`config.mk`:
```
export PLATFORM = sky130hd
export DESIGN_NAME = sbmd_ssd_engine
export DESIGN_NICKNAME = d
export VERILOG_FILES = /design/src/hdl/sbmd_pkg.sv /design/src/hdl/sbmd_ssd_engine.sv
export SDC_FILE = /design/constraint.sdc
export NUM_CORES = 1
export LEC_CHECK = 0
export BUFFER_PORTS_ARGS = -buffer_cell sky130_fd_sc_hd__buf_4
export CAP_MARGIN = 20
export CORE_ASPECT_RATIO = 0.75
export CORE_MARGIN = 2
export CORE_UTILIZATION = 55
export DETAILED_ROUTE_END_ITERATION = 10
export PLACE_DENSITY = 0.81
export SLEW_MARGIN = 5
export SYNTH_ARGS = -nofsm -noshare
export SYNTH_HDL_FRONTEND = slang
export SYNTH_SLANG_ARGS = --single-unit
```
`constraint.sdc`:
```
create_clock -name clk -period 8.5 [get_ports clk]
set_input_delay 1.275 -clock clk [delete_from_list [all_inputs] [get_ports clk]]
set_output_delay 1.275 -clock clk [all_outputs]
set_load 0.02 [all_outputs]
```
`src/hdl/sbmd_pkg.sv`:
```
// Shared types and constants for the SSD block-match disparity engine.
`default_nettype none
package sbmd_pkg;

    // Configuration register indexes
    localparam logic [1:0] REG_IMG_WIDTH   = 2'd0;
    localparam logic [1:0] REG_IMG_HEIGHT  = 2'd1;
    localparam logic [1:0] REG_MAX_DISP    = 2'd2;
    localparam logic [1:0] REG_HALF_WINDOW = 2'd3;

    localparam int CFG_W   = 11;   // widest configuration register
    localparam int DISP_W  = 8;    // disparity counter, covers up to 256 candidates
    localparam int PIX_W   = 8;
    localparam int COORD_W = 10;
    localparam int COST_W  = 24;
    localparam int OUT_W   = 56;   // 51 payload bits padded to whole bytes

    typedef enum logic [2:0] {
        ST_IDLE,
        ST_MOD,
        ST_RUN,
        ST_DRAIN,
        ST_OUT
    } sbmd_state_t;

    // Tag that travels with each line store read
    typedef struct packed {
        logic              valid;
        logic              first;    // first pixel of a window
        logic              last;     // last pixel of a window
        logic              final_w;  // last pixel of the last disparity
        logic              zero_r;   // right column falls left of the image
        logic [DISP_W-1:0] disp;
    } sbmd_ctrl_t;

endpackage
`default_nettype wire

```
`src/hdl/sbmd_ssd_engine.sv`:
```
// Square, accumulate and running minimum over the pixel reads of one centre.
`default_nettype none
module sbmd_ssd_engine
    import sbmd_pkg::*;
#(
    parameter int SUM_W = 24
)(
    input  wire logic              clk,
    input  wire logic              rst_n,
    input  sbmd_ctrl_t             ctrl,
    input  wire logic [PIX_W-1:0]  left_px,
    input  wire logic [PIX_W-1:0]  right_px,
    output logic                   done,
    output logic      [DISP_W-1:0] best_disp,
    output logic      [SUM_W-1:0]  best_cost
);

    sbmd_ctrl_t        ctrl_s1_reg, ctrl_s2_reg;
    logic [15:0]       sq_reg;
    logic [SUM_W-1:0]  acc_reg;
    logic [SUM_W-1:0]  acc_next;
    logic [SUM_W-1:0]  best_reg;
    logic [DISP_W-1:0] best_d_reg;
    logic              done_reg;
    logic [8:0]        diff;
    logic [7:0]        mag;

    // tags line up with the registered memory data
    always_ff @(posedge clk or negedge rst_n)
    begin
        if (!rst_n)
        begin
            ctrl_s1_reg <= '0;
            ctrl_s2_reg <= '0;
            done_reg    <= 1'b0;
        end
        else
        begin
            ctrl_s1_reg <= ctrl;
            ctrl_s2_reg <= ctrl_s1_reg;
            done_reg    <= ctrl_s2_reg.valid && ctrl_s2_reg.final_w;
        end
    end

    // absolute difference
    always_comb
    begin
        diff = {1'b0, left_px} - (ctrl_s1_reg.zero_r ? 9'd0 : {1'b0, right_px});
        mag  = diff[8] ? 8'(-diff) : diff[7:0];
    end

    always_ff @(posedge clk)
    begin
        sq_reg <= 16'(mag * mag);
    end

    // window sum
    assign acc_next = (ctrl_s2_reg.first ? '0 : acc_reg) + SUM_W'(sq_reg);

    always_ff @(posedge clk)
    begin
        if (ctrl_s2_reg.valid)
        begin
            acc_reg <= acc_next;
            // lowest disparity wins a tie
            if (ctrl_s2_reg.last && (ctrl_s2_reg.disp == '0 || acc_next < best_reg))
            begin
                best_reg   <= acc_next;
                best_d_reg <= ctrl_s2_reg.disp;
            end
        end
    end

    assign done      = done_reg;
    assign best_disp = best_d_reg;
    assign best_cost = best_reg;

endmodule
`default_nettype wire

```
==> summary.txt <==
Outcome
  • Status: complete, no violations

Critical path
  • Setup crit start kind: primary input
  • R2r setup slk: 1.37 ns
  • Arrival time worst endpoint: 7.87 ns
  • Buffers & Inverters on Critical Path: 4
  • Worst-case reg-to-reg path depth: 24
  • Top cell family by delay on the critical path: adder cells
  • Worst endpoint required time: 8.74 ns
  • Crit path kind: in2reg
  • Endpoint class of the critical path: flip-flop
  • CP max FO: 6
  • Top cell by count, worst path: fa_1
  • Crit-path slowest cell: a2111oi_0
  • FF-to-FF End: sq_reg[15]$_DFF_P_
  • Reg2reg start: ctrl_s1_reg[8]$_DFF_PN0_
  • Critical path's largest stage delay: a little under 0.6 ns

Final layout
  • P&R area growth vs syn: 15.9%
  • Diodes inserted: 0
  • Filler cells: roughly 820
  • Share of cells above drive strength 1: between 10% and 20%
  • Nets: 784

Worst hold path
  • Hold Path Origin: ctrl_s1_reg[11]$_DFF_PN0_
  • Hold Crit Class: reg2reg
  • Worst Hold Endpoint: ctrl_s2_reg[11]$_DFF_PN0_
  • Hold depth: 0

Logic synthesis
  • Syn Inst Count: 577
  • Synth top cells by count: ha_1, inv_1, edfxtp_1
  • Ys flop type: edfxtp_1
  • Post-synth EDFFs: 56
  • Synth warn: 0
  • Area share of the leading cell type in the synthesized netlist: 26.6%
  • Synth top area cells: edfxtp_1, ha_1, dfrtp_1
  • Most common cell in the netlist: ha_1
  • Post-Syn Nets: 712
  • Yosys reg bits: slightly below 100
  • Post-synthesis cell area: 0.00633 sq mm
  • Async S/R FF share, synth: 26.8%
  • Leading area contributor after synthesis: edfxtp_1
  • Synth cell types: 60
  • Register area share after synthesis: 41.6%
  • Synthesized area per cell: roughly 11 sq um

Timing
  • RSZ-0062 raised after global routing: false
  • Final Cycle Share: 89.8%
  • Minimum clock period after layout: 7.63 ns
  • Max Clock Freq: 0.131 GHz
  • Layout Skew: 0.0107 ns
  • Max-slew violations: 0
  • Hold Violations, Final: 0
  • Setup TNS: 0 ns
  • Slew headroom: 43.0%
  • Final setup fails: 0
  • Slew @ Worst Pin: 0.849 ns

Clock network
  • Clock transition at path regs: 0.07 ns
  • Clock root cell: clkbuf_16
  • Clock Path Buffers: 2
  • Setup Fix Bufs, Post-CTS: 0
  • Clk_lat worst skew: about 0.35 ns
  • CTS tree: yes
  • Total CTS buffers: 9
  • Post-CTS Hold Fix Bufs: 0
  • Num Clock Sinks: between 90 and 100
  • Resized Gates After CTS: 0
  • H-tree Lvls: 3

Floorplan
  • Die W: approximately 130 microns
  • FP Rows: 33
  • Die Ht: 96.9 microns
  • Die area: 0.0124 sq mm
  • Num ports: 64
  • Initial Utilization: between 50% and 60%
  • Core area: 0.0111 sq mm

Routing
  • DR iter-0 viols: 324
  • Via density: 5.56
  • WL final: 12.6 mm
  • Routed vias: about 4400
  • Post-DRT Antenna Nets: 0
  • Drt first pass iters: 5
  • Residual DRC count: 0
  • Average wire per standard cell: 15.8 microns

Global route
  • Vias in the first global route: between 4000 and 5000
  • Antenna violations before repair: 0
  • Global Route Usage Sum: 21.6%
  • First-pass GRT wire length: 21.3 mm
  • Largest net degree at the start of global routing: 33
  • Global route overflow: 0

Placement
  • Hpwl dp: ~9.6 mm
  • GPL Wtd Cong: about 0.85
  • I/O Buffers: 63

Run
  • Max-cap violations: 0
worst reg2reg max path, cell delays in order, from the launching register on:
cell	delay (ns)
dfrtp_1	0.47
nor2b_1	0.16
ha_1	0.18
inv_1	0.05
fa_1	0.40
a21o_1	0.22
a21oi_1	0.18
xnor2_1	0.18
nor4_1	0.42
a211oi_1	0.19
nor2_1	0.36
nor2_1	0.16
fa_1	0.55
fa_1	0.55
inv_1	0.05
fa_1	0.50
fa_1	0.54
inv_1	0.04
ha_1	0.32
or2_2	0.30
a21oi_1	0.19
nor3_1	0.09
a2111oi_0	0.59
a21oi_1	0.18
xnor2_1	0.15
kinds of logic after synthesis:
family          after synthesis  share of synthesized area (%)
simple gates                158                           13.0
mux                           2                          0.336
buf+inv                      74                           4.51
xor+xnor                     38                           5.38
fa+ha+maj                   104                           23.7
flops                        97                           41.6
compound gates              104                           11.5
metal layers:
metal | part of all wire, % | track usage, %
met1 | 44 | 28.6
met2 | 49 | 35.2
met3 | 5.6 | 6.14
met4 | 1.6 | 5.75
met5 | 0 | 0
layout by cell type (no fill, tap or decap), types with 11 or more instances in the layout:
master and count:
fa_1 26, buf_4 66, a21o_1 19, nor2b_1 20, nor2_1 47, inv_1 68, xnor2_1 29, nor3_1 11
a21oi_1 28, nand2_1 16, dfrtp_1 26, nand2b_1 14, ha_1 78, dfxtp_1 15, edfxtp_1 56
cell type report:
type	count	area, sq um	share of cell area (%)
multi-input combinational	406	3420	46.6
sequential	97	2630	35.9
timing repair buffer	67	523	7.13
inverter	68	255	3.48
clock buffer	10	250	3.41
tap	140	175	2.39
clock inverter	6	78.8	1.07
how the worst max path moves through the flow:
stage | from | to | depth (start not counted)
floorplan | right_px[0] | sq_reg[15]$_DFF_P_ | 26
global placement | right_px[0] | sq_reg[15]$_DFF_P_ | 26
detailed placement | right_px[0] | sq_reg[15]$_DFF_P_ | 25
CTS | right_px[0] | sq_reg[15]$_DFF_P_ | 25
global route | right_px[0] | sq_reg[15]$_DFF_P_ | 25
finish | right_px[0] | sq_reg[15]$_DFF_P_ | 25
through the flow:
step	worst slack (ns)	hold WS (ns)	instance area (sq um)	utilization, %	cells
floorplan	1.07	0.331	6330	-	577
global placement	0.826	0.332	6980	63.1	777
detailed placement	0.532	0.335	6980	63.1	777
CTS	0.876	0.352	7310	66.0	793
global route	0.408	0.359	7330	66.3	794
finish	0.870	0.350	7330	66.3	794
Power is not shown: default switching activity piles up to over one toggle a cycle in this logic, so the estimate is an artifact.
